===== src/rtl/core/fsup_pkg.sv =====
// ---------------------------------------------------------------------------
// fsup_pkg: shared definitions for the fault storm suppressor
// Table size, field codes, search word and update broadcast types.
// ---------------------------------------------------------------------------
package fsup_pkg;

    // table geometry
    localparam int ENTRIES = 16;
    localparam int IDX_W   = (ENTRIES > 1) ? $clog2(ENTRIES) : 1;

    // field widths
    localparam int RID_W = 16;
    localparam int CNT_W = 4;
    localparam int OIX_W = 5;
    localparam int OC_W  = 3;

    localparam logic [CNT_W-1:0] CNT_MAX     = 4'hf;
    localparam logic [CNT_W-1:0] LIMIT_RESET = 4'd8;
    localparam logic [OIX_W-1:0] IDX_NONE    = OIX_W'(ENTRIES);

    // input kinds
    localparam logic FUNC_FAULT = 1'b0;
    localparam logic FUNC_BATCH = 1'b1;

    // result outcome codes
    typedef enum logic [OC_W-1:0] {
        OC_HIT     = 3'd0,
        OC_NEW     = 3'd1,
        OC_FULL    = 3'd2,
        OC_IGNORED = 3'd3,
        OC_BATCH   = 3'd4
    } outcome_t;

    // control sequence
    typedef enum logic [1:0] {
        S_IDLE = 2'd0,
        S_WALK = 2'd1,
        S_DONE = 2'd2
    } state_t;

    // search word handed from cell to cell
    typedef struct packed {
        logic             valid;
        logic [RID_W-1:0] rid;
        logic             hit;
        logic [IDX_W-1:0] hit_idx;
        logic [CNT_W-1:0] hit_cnt;
        logic             free;
        logic [IDX_W-1:0] free_idx;
    } tok_t;

    // update broadcast to all cells
    typedef struct packed {
        logic             wr;
        logic             claim;
        logic             batch;
        logic             disabled;
        logic [IDX_W-1:0] idx;
        logic [RID_W-1:0] rid;
        logic [CNT_W-1:0] cnt;
    } upd_t;

    // table index widened or cut to the result field
    function automatic logic [OIX_W-1:0] idx_out(input logic [IDX_W-1:0] v);
        logic [31:0] w;
        w = 32'(v);
        return w[OIX_W-1:0];
    endfunction

endpackage


===== src/rtl/core/fault_storm_suppressor.sv =====
// ---------------------------------------------------------------------------
// fault_storm_suppressor: DMA remapping fault storm suppressor
// Requester table built as a row of entry cells with a search word walking
// through it; one result word per input word.
// ---------------------------------------------------------------------------
// Use:
//   Input channel (in_valid/in_stall) carries func and requester_id; the
//   output channel (out_valid/out_stall) carries entry_index, entry_count,
//   outcome and mask_reporting. A word is taken when valid is high and stall
//   is low. fault_limit sits at APB address 0.
// Timing:
//   A fault word walks the cell row, one cell a cycle; its result is
//   registered at the end of the row and then loaded into the output
//   register once that is free, and only then is the next word taken.
//   Batch-end words and faults ignored while disabled skip the walk.
//   One word is in work at a time; in_stall is high while it is.
// Reset:
//   All counts and changed marks clear, the batch is enabled and
//   fault_limit returns to 8. No clearing pass is needed.
// Stall:
//   A finished result stays in the output register while out_stall is high;
//   the next input word is still taken and waits before its update until
//   the output register is free.
// ---------------------------------------------------------------------------
module fault_storm_suppressor (
    input  logic                          clk,
    input  logic                          rst_n,
    // input channel
    input  logic                          in_valid,
    output logic                          in_stall,
    input  logic                          func,
    input  logic [fsup_pkg::RID_W-1:0]    requester_id,
    // output channel
    output logic                          out_valid,
    input  logic                          out_stall,
    output logic [fsup_pkg::OIX_W-1:0]    entry_index,
    output logic [fsup_pkg::CNT_W-1:0]    entry_count,
    output logic [fsup_pkg::OC_W-1:0]     outcome,
    output logic                          mask_reporting,
    // configuration port
    input  logic                          psel,
    input  logic                          penable,
    input  logic                          pwrite,
    input  logic [2:0]                    paddr,
    input  logic [31:0]                   pwdata,
    output logic [31:0]                   prdata,
    output logic                          pready
);

    fsup_pkg::state_t           state_reg;
    fsup_pkg::state_t           state_next;
    logic                       func_reg;
    logic [fsup_pkg::RID_W-1:0] rid_reg;
    logic                       disabled_reg;
    logic                       disabled_next;
    logic [fsup_pkg::CNT_W-1:0] limit_reg;
    fsup_pkg::tok_t             res_tok_reg;
    fsup_pkg::tok_t             tok [fsup_pkg::ENTRIES+1];
    logic [fsup_pkg::ENTRIES-1:0] tok_valids;
    fsup_pkg::upd_t             upd;

    logic                       out_valid_reg;
    logic [fsup_pkg::OIX_W-1:0] oix_reg;
    logic [fsup_pkg::CNT_W-1:0] ocnt_reg;
    fsup_pkg::outcome_t         oc_reg;
    logic                       omask_reg;
    logic [fsup_pkg::OIX_W-1:0] oix_next;
    logic [fsup_pkg::CNT_W-1:0] ocnt_next;
    fsup_pkg::outcome_t         oc_next;
    logic                       omask_next;

    logic                       in_take;
    logic                       out_free;
    logic                       load;
    logic                       cfg_wr;
    logic [fsup_pkg::CNT_W-1:0] new_cnt;

    // configuration register
    assign pready = 1'b1;
    assign cfg_wr = psel && penable && pwrite && (paddr[2] == 1'b0);
    assign prdata = (paddr[2] == 1'b0) ? {28'd0, limit_reg} : 32'd0;

    always_ff @(posedge clk or negedge rst_n)
    begin
        if (!rst_n)
        begin
            limit_reg <= fsup_pkg::LIMIT_RESET;
        end
        else if (cfg_wr)
        begin
            limit_reg <= pwdata[fsup_pkg::CNT_W-1:0];
        end
    end

    // handshake
    assign in_stall = (state_reg != fsup_pkg::S_IDLE);
    assign in_take  = in_valid && !in_stall;
    assign out_free = !out_valid_reg || !out_stall;

    // search word launched into the first cell
    always_comb
    begin
        tok[0]       = '0;
        tok[0].valid = in_take && (func == fsup_pkg::FUNC_FAULT) && !disabled_reg;
        tok[0].rid   = requester_id;
    end

    // cell row
    for (genvar i = 0; i < fsup_pkg::ENTRIES; i++)
    begin : g_cell
        fsup_cell u_cell (
            .clk      (clk),
            .rst_n    (rst_n),
            .cell_idx (fsup_pkg::IDX_W'(i)),
            .tok_in   (tok[i]),
            .upd      (upd),
            .tok_out  (tok[i+1])
        );
        assign tok_valids[i] = tok[i+1].valid;
    end

    // sequencer and result / update generation
    always_comb
    begin
        state_next    = state_reg;
        disabled_next = disabled_reg;
        load          = 1'b0;
        upd           = '0;
        upd.rid       = rid_reg;
        upd.disabled  = disabled_reg;
        oix_next      = fsup_pkg::IDX_NONE;
        ocnt_next     = '0;
        oc_next       = fsup_pkg::OC_IGNORED;
        omask_next    = 1'b0;
        new_cnt       = (res_tok_reg.hit_cnt == fsup_pkg::CNT_MAX) ?
                        res_tok_reg.hit_cnt : res_tok_reg.hit_cnt + 4'd1;
        case (state_reg)
            fsup_pkg::S_IDLE:
            begin
                if (in_take)
                begin
                    if ((func == fsup_pkg::FUNC_FAULT) && !disabled_reg)
                    begin
                        state_next = fsup_pkg::S_WALK;
                    end
                    else
                    begin
                        state_next = fsup_pkg::S_DONE;
                    end
                end
            end
            fsup_pkg::S_WALK:
            begin
                if (tok[fsup_pkg::ENTRIES].valid)
                begin
                    state_next = fsup_pkg::S_DONE;
                end
            end
            fsup_pkg::S_DONE:
            begin
                if (out_free)
                begin
                    load       = 1'b1;
                    state_next = fsup_pkg::S_IDLE;
                    if (func_reg == fsup_pkg::FUNC_BATCH)
                    begin
                        upd.batch     = 1'b1;
                        oc_next       = fsup_pkg::OC_BATCH;
                        disabled_next = 1'b0;
                    end
                    else if (disabled_reg)
                    begin
                        oc_next = fsup_pkg::OC_IGNORED;
                    end
                    else if (res_tok_reg.hit)
                    begin
                        upd.wr     = 1'b1;
                        upd.idx    = res_tok_reg.hit_idx;
                        upd.cnt    = new_cnt;
                        oix_next   = fsup_pkg::idx_out(res_tok_reg.hit_idx);
                        ocnt_next  = new_cnt;
                        oc_next    = fsup_pkg::OC_HIT;
                        omask_next = (new_cnt > limit_reg);
                    end
                    else if (res_tok_reg.free)
                    begin
                        upd.wr     = 1'b1;
                        upd.claim  = 1'b1;
                        upd.idx    = res_tok_reg.free_idx;
                        upd.cnt    = 4'd1;
                        oix_next   = fsup_pkg::idx_out(res_tok_reg.free_idx);
                        ocnt_next  = 4'd1;
                        oc_next    = fsup_pkg::OC_NEW;
                        omask_next = (4'd1 > limit_reg);
                    end
                    else
                    begin
                        oc_next    = fsup_pkg::OC_FULL;
                        omask_next = 1'b1;
                    end
                    if (omask_next)
                    begin
                        disabled_next = 1'b1;
                    end
                end
            end
            default:
            begin
                state_next = fsup_pkg::S_IDLE;
            end
        endcase
    end

    // control registers
    always_ff @(posedge clk or negedge rst_n)
    begin
        if (!rst_n)
        begin
            state_reg     <= fsup_pkg::S_IDLE;
            disabled_reg  <= 1'b0;
            out_valid_reg <= 1'b0;
        end
        else
        begin
            state_reg    <= state_next;
            disabled_reg <= disabled_next;
            if (load)
            begin
                out_valid_reg <= 1'b1;
            end
            else if (!out_stall)
            begin
                out_valid_reg <= 1'b0;
            end
        end
    end

    // payload registers
    always_ff @(posedge clk)
    begin
        if (in_take)
        begin
            func_reg <= func;
            rid_reg  <= requester_id;
        end
        if (tok[fsup_pkg::ENTRIES].valid)
        begin
            res_tok_reg <= tok[fsup_pkg::ENTRIES];
        end
        if (load)
        begin
            oix_reg   <= oix_next;
            ocnt_reg  <= ocnt_next;
            oc_reg    <= oc_next;
            omask_reg <= omask_next;
        end
    end

    assign out_valid      = out_valid_reg;
    assign entry_index    = oix_reg;
    assign entry_count    = ocnt_reg;
    assign outcome        = oc_reg;
    assign mask_reporting = omask_reg;

    // only one search word in the cell row at a time
    a_one_token: assert property (@(posedge clk) disable iff (!rst_n)
        $onehot0(tok_valids))
        else $error("more than one search word in flight");

    // search word leaves the row only while the sequencer waits for it
    a_tok_walk: assert property (@(posedge clk) disable iff (!rst_n)
        tok[fsup_pkg::ENTRIES].valid |-> (state_reg == fsup_pkg::S_WALK))
        else $error("search word finished outside the walk");

    // a masking result leaves the batch disabled
    a_mask_dis: assert property (@(posedge clk) disable iff (!rst_n)
        load && omask_next |=> disabled_reg)
        else $error("mask without batch disable");

    // a batch close re-enables the batch
    a_batch_en: assert property (@(posedge clk) disable iff (!rst_n)
        load && (func_reg == fsup_pkg::FUNC_BATCH) |=> !disabled_reg)
        else $error("batch close left the batch disabled");

    // a loaded result is never overwritten while stalled
    a_no_ovr: assert property (@(posedge clk) disable iff (!rst_n)
        load |-> (!out_valid_reg || !out_stall))
        else $error("result overwritten under stall");

endmodule


===== src/rtl/core/fsup_cell.sv =====
// ---------------------------------------------------------------------------
// fsup_cell: one table entry of the fault storm suppressor
// Holds requester, count and changed mark; looks at the passing search word
// and hands it to the next cell through a register.
// ---------------------------------------------------------------------------
module fsup_cell (
    input  logic                      clk,
    input  logic                      rst_n,
    input  logic [fsup_pkg::IDX_W-1:0] cell_idx,
    input  fsup_pkg::tok_t            tok_in,
    input  fsup_pkg::upd_t            upd,
    output fsup_pkg::tok_t            tok_out
);

    logic [fsup_pkg::RID_W-1:0] req_reg;
    logic [fsup_pkg::RID_W-1:0] req_next;
    logic [fsup_pkg::CNT_W-1:0] count_reg;
    logic [fsup_pkg::CNT_W-1:0] count_next;
    logic                       changed_reg;
    logic                       changed_next;
    fsup_pkg::tok_t             tok_reg;
    fsup_pkg::tok_t             tok_next;
    logic                       live;
    logic                       match;
    logic                       sel;

    // search step: first live match, first free entry
    always_comb
    begin
        live     = (count_reg != '0);
        match    = live && (req_reg == tok_in.rid);
        tok_next = tok_in;
        if (!tok_in.hit && match)
        begin
            tok_next.hit     = 1'b1;
            tok_next.hit_idx = cell_idx;
            tok_next.hit_cnt = count_reg;
        end
        if (!tok_in.free && !live)
        begin
            tok_next.free     = 1'b1;
            tok_next.free_idx = cell_idx;
        end
    end

    // entry update from the broadcast
    always_comb
    begin
        sel          = upd.wr && (upd.idx == cell_idx);
        count_next   = count_reg;
        changed_next = changed_reg;
        req_next     = req_reg;
        if (upd.batch)
        begin
            if (upd.disabled || !changed_reg)
            begin
                count_next = '0;
            end
            changed_next = 1'b0;
        end
        else if (sel)
        begin
            count_next   = upd.cnt;
            changed_next = 1'b1;
        end
        if (sel && upd.claim)
        begin
            req_next = upd.rid;
        end
    end

    always_ff @(posedge clk or negedge rst_n)
    begin
        if (!rst_n)
        begin
            count_reg   <= '0;
            changed_reg <= 1'b0;
            tok_reg     <= '0;
        end
        else
        begin
            count_reg   <= count_next;
            changed_reg <= changed_next;
            tok_reg     <= tok_next;
        end
    end

    // requester id: only read while the count is nonzero
    always_ff @(posedge clk)
    begin
        req_reg <= req_next;
    end

    assign tok_out = tok_reg;

endmodule

===== config.mk =====
export PLATFORM = sky130hd
export DESIGN_NAME = fault_storm_suppressor
export DESIGN_NICKNAME = d
export VERILOG_FILES = /design/src/rtl/core/fsup_pkg.sv /design/src/rtl/core/fault_storm_suppressor.sv /design/src/rtl/core/fsup_cell.sv
export SDC_FILE = /design/constraint.sdc
export NUM_CORES = 1
export LEC_CHECK = 0
export CAP_MARGIN = 30
export CORE_UTILIZATION = 40
export DETAILED_ROUTE_END_ITERATION = 6
export DONT_BUFFER_PORTS = 1
export PLACE_DENSITY = 0.54
export SLEW_MARGIN = 10
export SYNTH_ARGS = -nofsm -noshare
export SYNTH_HDL_FRONTEND = slang
export SYNTH_HIERARCHICAL = 1
export SYNTH_SLANG_ARGS = --single-unit
export TNS_END_PERCENT = 50

===== constraint.sdc =====
create_clock -name clk -period 11.1 [get_ports clk]
set_clock_uncertainty 0.1 [all_clocks]
set_input_delay 2.22 -clock clk [delete_from_list [all_inputs] [get_ports clk]]
set_output_delay 2.22 -clock clk [all_outputs]
set_load 0.02 [all_outputs]

=== After elaboration in Yosys (flattened, before gate mapping) ===
Cells that the tools add are included.

* Register bits after elaboration: 868
* Input bits: 59
* Word-level logic and storage cells: 615

* Add/sub/neg operators: 1
* Equality and inequality tests: 54
* Reduce and logical (&&, ||, !) cells: 223
* $lt $le $gt $ge: 2
* Multiplexer cells: 157
* Bitwise operators: 4

{| class="wikitable"
|+ Operator list
! cell !! number
|-
| $eq A16 B16 Y1 || 16
|-
| $mux W4 || 61
|-
| $mux W9 || 16
|-
| $mux W5 || 18
|-
| $logic_and A1 B1 Y1 || 85
|-
| $logic_not A1 Y1 || 65
|-
| $reduce_bool A4 Y1 || 16
|-
| $mux W1 || 48
|-
| $eq A4 B4 Y1 const B || 9
|-
| $reduce_bool A2 Y1 || 18
|-
| $ne A2 B1 Y1 const B || 17
|-
| $reduce_and A2 Y1 || 17
|-
| $mux W2 || 10
|-
| $logic_or A1 B1 Y1 || 17
|-
| $eq A4 B3 Y1 const B || 4
|-
| $mux W3 || 3
|-
| $eq A4 B2 Y1 const B || 2
|-
| $ne A2 B2 Y1 const B || 3
|-
| $pmux W2 S3 || 1
|-
| $reduce_and A3 Y1 || 2
|-
| $add A4 B1 Y4 const B || 1
|-
| $eq A4 B1 Y1 const B || 1
|-
| $gt A1 B4 Y1 const A || 1
|-
| $gt A4 B4 Y1 || 1
|-
| 6 further kinds || 9
|}

=== Longest topological paths before layout ===
Gate-level depths: netlist (run 1).

* Depth in word-level cells: 10
* Depth in mapped cells: 9
* Mapped depth without buffers: 9

=== Modules after synthesis ===
The synthesis (run 1) kept the hierarchy.

{| class="wikitable"
|+ Modules (own cells, without submodules)
! module !! area an instance (um^2) !! seq. area each (um^2) !! cells each !! instances
|-
| fsup_cell || 1,873.0 || 1,381.3 || 115 || 16
|-
| fault_storm_suppressor || 2,314.7 || 1,522.7 || 170 || 1
|}

=== Worst setup path before layout (run 1) ===
OpenSTA, ideal clock, no wires.

* Kind: input to register
* From: input out_stall
* To: register g_cell[12].u_cell/req_reg[0] in the netlist's numbering (enable)
* Arrival: 4.651 ns
* Cell stages on the path: 7
* Buffers on the path: 0
* Path slack: 5.960 ns
* Setup time: 0.388 ns
* Cells stage by stage: nand2_1 nand3_4 nor2_1 xor2_1 nor3_1 nand3_1 nor2_1

{| class="wikitable"
|+ RTL lines
! what !! RTL line !! RTL
|-
| start, declared || fault_storm_suppressor.sv:35 || <nowiki>input logic out_stall,</nowiki>
|-
| end signal, assigned || fsup_cell.sv:91 || <nowiki>req_reg <= req_next;</nowiki>
|-
| end, declared || fsup_cell.sv:15 || <nowiki>logic [fsup_pkg::RID_W-1:0] req_reg;</nowiki>
|}

=== Final worst setup path (run 1) ===
* From: input paddr[2]
* To: output prdata[0]

* Word-level cells in the longest chain between the ends: 1

{| class="wikitable"
|+ Ends and longest elaborated chain
! what !! RTL line !! RTL
|-
| start, declared || fault_storm_suppressor.sv:44 || <nowiki>input logic [2:0] paddr,</nowiki>
|-
| $mux W4 || fault_storm_suppressor.sv:81 || <nowiki>assign prdata = (paddr[2] == 1'b0) ? {28'd0, limit_reg} : 32'd0;</nowiki>
|-
| end, declared || fault_storm_suppressor.sv:46 || <nowiki>output logic [31:0] prdata,</nowiki>
|}

No other way between the ends.

==> results.sh, run 1 <==
export IMPL_status="finished with violations"
export IMPL_violations="max-slew violations"
export IMPL_finalNetCount=2377
export IMPL_netlist_instances=1994
export IMPL_cts_sinks=868
export IMPL_max_freq_mhz=206
export IMPL_critPathTopFamily="simple AND/OR/NAND/NOR gates"
export IMPL_crit_slowest_cell="nor2b_1"
export IMPL_dpl_hpwl_um=35900
export IMPL_cts_buffers_inserted=89
export IMPL_vias=15000
export IMPL_fillers=6916
export IMPL_vdd_drop_max_mv=0.151
export IMPL_arrival_ps=2530
export IMPL_required_ps=8780
export IMPL_critPathMaxFanout=5
export IMPL_cts_setup_buffers=0
export IMPL_ctsHoldBuffers=0
export IMPL_clk_insertion_delay_late_ps=630
export IMPL_portBuffers=0
export IMPL_largest_register_ffs=480
export IMPL_die_w_um=284
export IMPL_critPathLaunchType="input port"
export IMPL_hold_violations=0
export IMPL_drc=0
export IMPL_placed_area_um2=34100
export IMPL_routedWlPerCell_um=15.1
export IMPL_dr_first_iter_drc_count=651
export IMPL_path_buf_inv=0
export IMPL_cts_buffer_depth=3
export IMPL_setup_tns_ps=0
export IMPL_cp_cell_sequence="nor2b_1"
export IMPL_utilization=0.469
export IMPL_wl_um=52000
export IMPL_slowest_delay_ps=310
export IMPL_synth_avg_cell_area_um2=16.0
export IMPL_place_congestion=0.763
export IMPL_ios=107
export IMPL_area_delta_synth_final_pct=16.0
export IMPL_htree_levels=3
export IMPL_maxCapViolCount=0
export IMPL_grt_pass1_wl_um=85900
export IMPL_die_area_um2=80800
export IMPL_drtAntennaViolNets=0
export IMPL_diodes=0
export IMPL_multi_input_area_um2=8940
export IMPL_stdcell_area_um2=37000
export IMPL_grt_usage=0.134
export IMPL_design_power_total_mw=6.96
export IMPL_fp_dieH_um=284
export IMPL_start_util=0.404
export IMPL_p_leak_nw=14.7
export IMPL_grt_pass1_vias=16300
export IMPL_num_rows=103
export IMPL_maxSlewHeadroom=-0.195
export IMPL_hp_class="register to register"
export IMPL_cts_resized=0
export IMPL_period_needed_ps=4850
export IMPL_seq_area_um2=23200
export IMPL_antenna_found_initial=1
export IMPL_power_density_nw_per_um2=188
export IMPL_endpoint_kind="output pin"
export IMPL_post_route_period_util=0.437
export IMPL_first_pass_iters=4
export IMPL_critical_path_class="input port to output pin"
export IMPL_drv_slew=225
export IMPL_cts_clk_slew_worst_paths_ps=60
export IMPL_synth_area_um2=31900
export IMPL_yosysWarningCount=6
export IMPL_cts_tree="yes"
export IMPL_cts_root_buf="clkbuf_16"
export IMPL_hold_ws_ps=247
export IMPL_grt_max_degree=569
export IMPL_grt_overflow=0
export IMPL_finalSetupViolations=0
export IMPL_rsz0062_at_grt="no"
export IMPL_tightest_slew_ps=1790
export IMPL_vias_per_cell=4.36
export IMPL_drive_above_1_share=0.165
export IMPL_core_um2=78900
report_power, final:
part           internal [mW]  total (mW)  leakage (nW)  switching (mW)
Combinational          0.129       0.323          3.79           0.195
Clock                   1.77        2.94          1.43            1.17
Sequential              3.54        3.71          9.49           0.162
Total                   5.44        6.96          14.7            1.52
layout by cell type, fill, tap and decap left out, types with 2 or more instances in the layout:
cell,n
nor3_1,32
and3_1,3
clkbuf_1,27
buf_8,3
clkinv_1,7
clkinv_8,2
o21bai_1,17
nor2_2,5
nand3_1,51
edfxtp_1,300
nand2_1,71
nor2_1,52
nor3_4,16
inv_1,104
xor2_1,272
o21ai_0,19
nor4_1,64
clkinv_2,13
mux2i_1,65
nor2b_1,19
ha_1,5
conb_1,237
or2_2,17
dfrtp_1,567
a21oi_1,16
inv_6,3
bufinv_16,9
buf_4,21
clkbuf_16,91
xnor2_1,49
a22oi_1,4
clkbuf_8,7
mux2_2,198
layout make-up:
type,count,area share
Inverter,104,0.0106
Clock inverter,36,0.0121
Multi-Input combinational cell,1226,0.242
Sequential cell,868,0.628
Clock buffer,125,0.0669
Timing Repair Buffer,24,0.00548
Tap cell,1050,0.0355
routing by layer:
metal,global-route usage,wire length [µm]
met5,0,0
met4,0.0517,1650
met3,0.0229,1490
met2,0.239,27000
met1,0.161,21900
worst register-to-register path, delay by kind of cell, from the launching register on:
kind                      cells  cell delay, ps
and+or+nand+nor               5            1580
AOI/OAI and AO/OA             1             320
DFF                           1             550
xor gates and xnor gates      1              90
buffers and inverters         2             490
metrics by stage:
| stage | instances | setup slack, ps |
|---|---|---|
| 2_1_floorplan | 2229 | 5960 |
| 3_3_place_gp | 3269 | 6130 |
| 3_5_place_dp | 3271 | 6250 |
| 4_1_cts | 3432 | 6250 |
| 5_1_grt | 3433 | 6210 |
| 6_report | 3433 | 6250 |
final timing paths:
kind | startpoint | endpoint | slack, ps | cells past startpoint
worst max-delay path | paddr[2] | prdata[0] | 6250 | 1
max in group asynchronous | rst_n | limit_reg[0] | 8280 | 0
worst min-delay path | g_cell[9].u_cell/tok_out[30] | g_cell[10].u_cell/tok_out[30] | 250 | 0
worst min register to register | g_cell[9].u_cell/tok_out[30] | g_cell[10].u_cell/tok_out[30] | 250 | 0
worst max register to register | res_tok_reg[13] | g_cell[1].u_cell/req_reg[15] | 7650 | 9
min in group asynchronous | rst_n | g_cell[14].u_cell/tok_out[23] | 1220 | 0
(Power assumes the default switching activity.)
==> inputs of run 2 (changes only) <==
- PLACE_DENSITY: 0.54 -> 0.56
- clock period: 11.1 -> 3.92 ns (I/O delays scaled with it)
==> run 2 against run 1 <==
  * Combinational power increased to 3.0 times the previous value
  * Sequential power increased to 2.8 times the previous value
  * Setup slack got worse by 5300 ps
  * The run ends with negative hold slack left
  * Core utilization about the same
  * Non-clock buffer count increased by 5
  * Largest cell class unchanged
  * Clock power increased to 2.8 times the previous value
  * Largest power group unchanged
  * Critical endpoint is now g_cell[1].u_cell/count_reg[2]
  * Cell area about the same
  * Critical path depth increased by 8
==> results.sh, run 2 (synthesis results as in run 1) <==
export IMPL_status="finished with violations"
export IMPL_violations="negative hold slack"
export IMPL_core_um2=78900
export IMPL_endpoint_kind="register"
export IMPL_post_route_period_util=0.764
export IMPL_placed_cells=3275
export IMPL_cts_clk_slew_worst_paths_ps=60
export IMPL_portBuffers=0
export IMPL_hp_class="input port to asynchronous set/reset pin"
export IMPL_cts_root_buf="clkbuf_16"
export IMPL_maxSlewHeadroom=0.0123
export IMPL_grt_pass1_vias=16400
export IMPL_cts_sinks=868
export IMPL_maxCapViolCount=0
export IMPL_cts_buffers_inserted=88
export IMPL_arrival_ps=3430
export IMPL_cts_buffer_depth=3
export IMPL_vdd_drop_max_mv=0.471
export IMPL_vias=15000
export IMPL_die_w_um=284
export IMPL_hold_ws_ps=-227
export IMPL_clk_insertion_delay_late_ps=640
export IMPL_final_cell_mix="567 x dfrtp_1, 300 x edfxtp_1, 272 x xor2_1, 237 x conb_1, 198 x mux2_2"
export IMPL_fillers=6862
export IMPL_die_area_um2=80800
export IMPL_grt_max_degree=569
export IMPL_ios=107
export IMPL_reg2reg_to="g_cell[1].u_cell/count_reg[2]"
export IMPL_drive_above_1_share=0.167
export IMPL_grt_overflow=0
export IMPL_first_pass_iters=4
export IMPL_power_density_nw_per_um2=531
export IMPL_place_congestion=0.739
export IMPL_num_rows=103
export IMPL_tightest_slew_ps=1480
export IMPL_p_leak_nw=14.7
export IMPL_largest_register_ffs=480
export IMPL_final_cells=3440
export IMPL_rsz0062_at_grt="no"
export IMPL_routedWlPerCell_um=15.0
export IMPL_setup_tns_ps=0
export IMPL_critPathLaunchType="register"
export IMPL_max_freq_mhz=334
export IMPL_r2r_cells=9
export IMPL_period_needed_ps=2990
export IMPL_dr_first_iter_drc_count=689
export IMPL_area_delta_synth_final_pct=16.1
export IMPL_hold_violations=377
export IMPL_drv_slew=0
export IMPL_finalSetupViolations=0
export IMPL_fp_dieH_um=284
export IMPL_final_common_cell="dfrtp_1"
export IMPL_start_util=0.404
export IMPL_cts_tree="yes"
export IMPL_grt_usage=0.132
export IMPL_wl_um=51600
export IMPL_reg2reg_from="res_tok_reg[4]"
export IMPL_antenna_found_initial=1
export IMPL_critical_path_class="register to register"
export IMPL_critPathMaxFanout=9
export IMPL_crit_path_end="g_cell[1].u_cell/count_reg[2]"
export IMPL_cp_startpoint="res_tok_reg[4]"
export IMPL_drc=0
export IMPL_required_ps=4360
export IMPL_r2r_slack_ps=930
export IMPL_utilization=0.469
export IMPL_diodes=0
export IMPL_cts_resized=0
export IMPL_htree_levels=3
export IMPL_vias_per_cell=4.35
export IMPL_dpl_hpwl_um=35500
export IMPL_drtAntennaViolNets=0
export IMPL_grt_pass1_wl_um=85300
export IMPL_finalNetCount=2381
==> run 2: cell types whose count changed in the layout (fill, tap and decap cells not counted), sizes merged <==
cell and delta:
clkinv +5, clkbuf -1, clkinvlp +1, buf +5
bufinv -2, inv -1
==> run 2: routing by layer <==
| layer | global-route usage | share of wire |
|---|---|---|
| met1 | 0.163 | 0.43 |
| met2 | 0.232 | 0.51 |
| met3 | 0.0275 | 0.032 |
| met4 | 0.0426 | 0.026 |
| met5 | 0 | 0 |
==> run 2: worst min path at each step <==
stage | end | slack (ps) | start | cells past startpoint
3_5_place_dp | g_cell[5].u_cell/tok_out[30] | 230 | g_cell[4].u_cell/tok_out[30] | 0
4_1_cts | g_cell[14].u_cell/tok_out[23] | -250 | rst_n | 0
3_3_place_gp | g_cell[5].u_cell/tok_out[30] | 230 | g_cell[4].u_cell/tok_out[30] | 0
6_report | g_cell[14].u_cell/tok_out[21] | -230 | rst_n | 0
5_1_grt | g_cell[14].u_cell/tok_out[28] | -270 | rst_n | 0
2_1_floorplan | g_cell[10].u_cell/tok_out[30] | 230 | g_cell[9].u_cell/tok_out[30] | 0
==> run 2: power breakdown <==
| group | leakage, nW | switching (mW) | internal (mW) |
|---|---|---|---|
| sequential | 9.49 | 0.434 | 10.0 |
| combinational | 3.81 | 0.588 | 0.375 |
| clock | 1.42 | 3.34 | 4.87 |
==> run 2: worst max-delay path, cell delays in order (launching register included) <==
cell and delay, ps:
edfxtp_1 460, nor2b_1 210, a22oi_1 430, nor2_2 240
buf_4 260, xor2_1 150, nor3_1 170, nand3_1 190
nor2_1 420, mux2i_1 260
==> run 2: area by class of cell <==
class,count,area [µm²],area share
sequential,868,23200,0.627
multi-input combinational,1226,8940,0.241
tap,1050,1310,0.0355
inverter,104,390,0.0105
timing repair buffer,29,233,0.00629
clock buffer,124,2460,0.0664
clock inverter,39,469,0.0127
==> run 2: through the flow <==
step           area, µm²  total power, mW  hold slack (ps)  worst slack [ps]
5_1_grt            37000             20.5             -275               638
3_3_place_gp       34100             11.6              234               580
6_report           37000             19.6             -227               927
3_5_place_dp       34100             11.6              235               513
4_1_cts            37000             19.9             -248               725
2_1_floorplan      32800             11.2              231               216
==> run 2: what timing repair did <==
action / 4_1_cts / 5_1_grt
setup endpoints to repair: 0 / 0
hold endpoints to repair: 567 / 567
setup buffers: 0 / 0
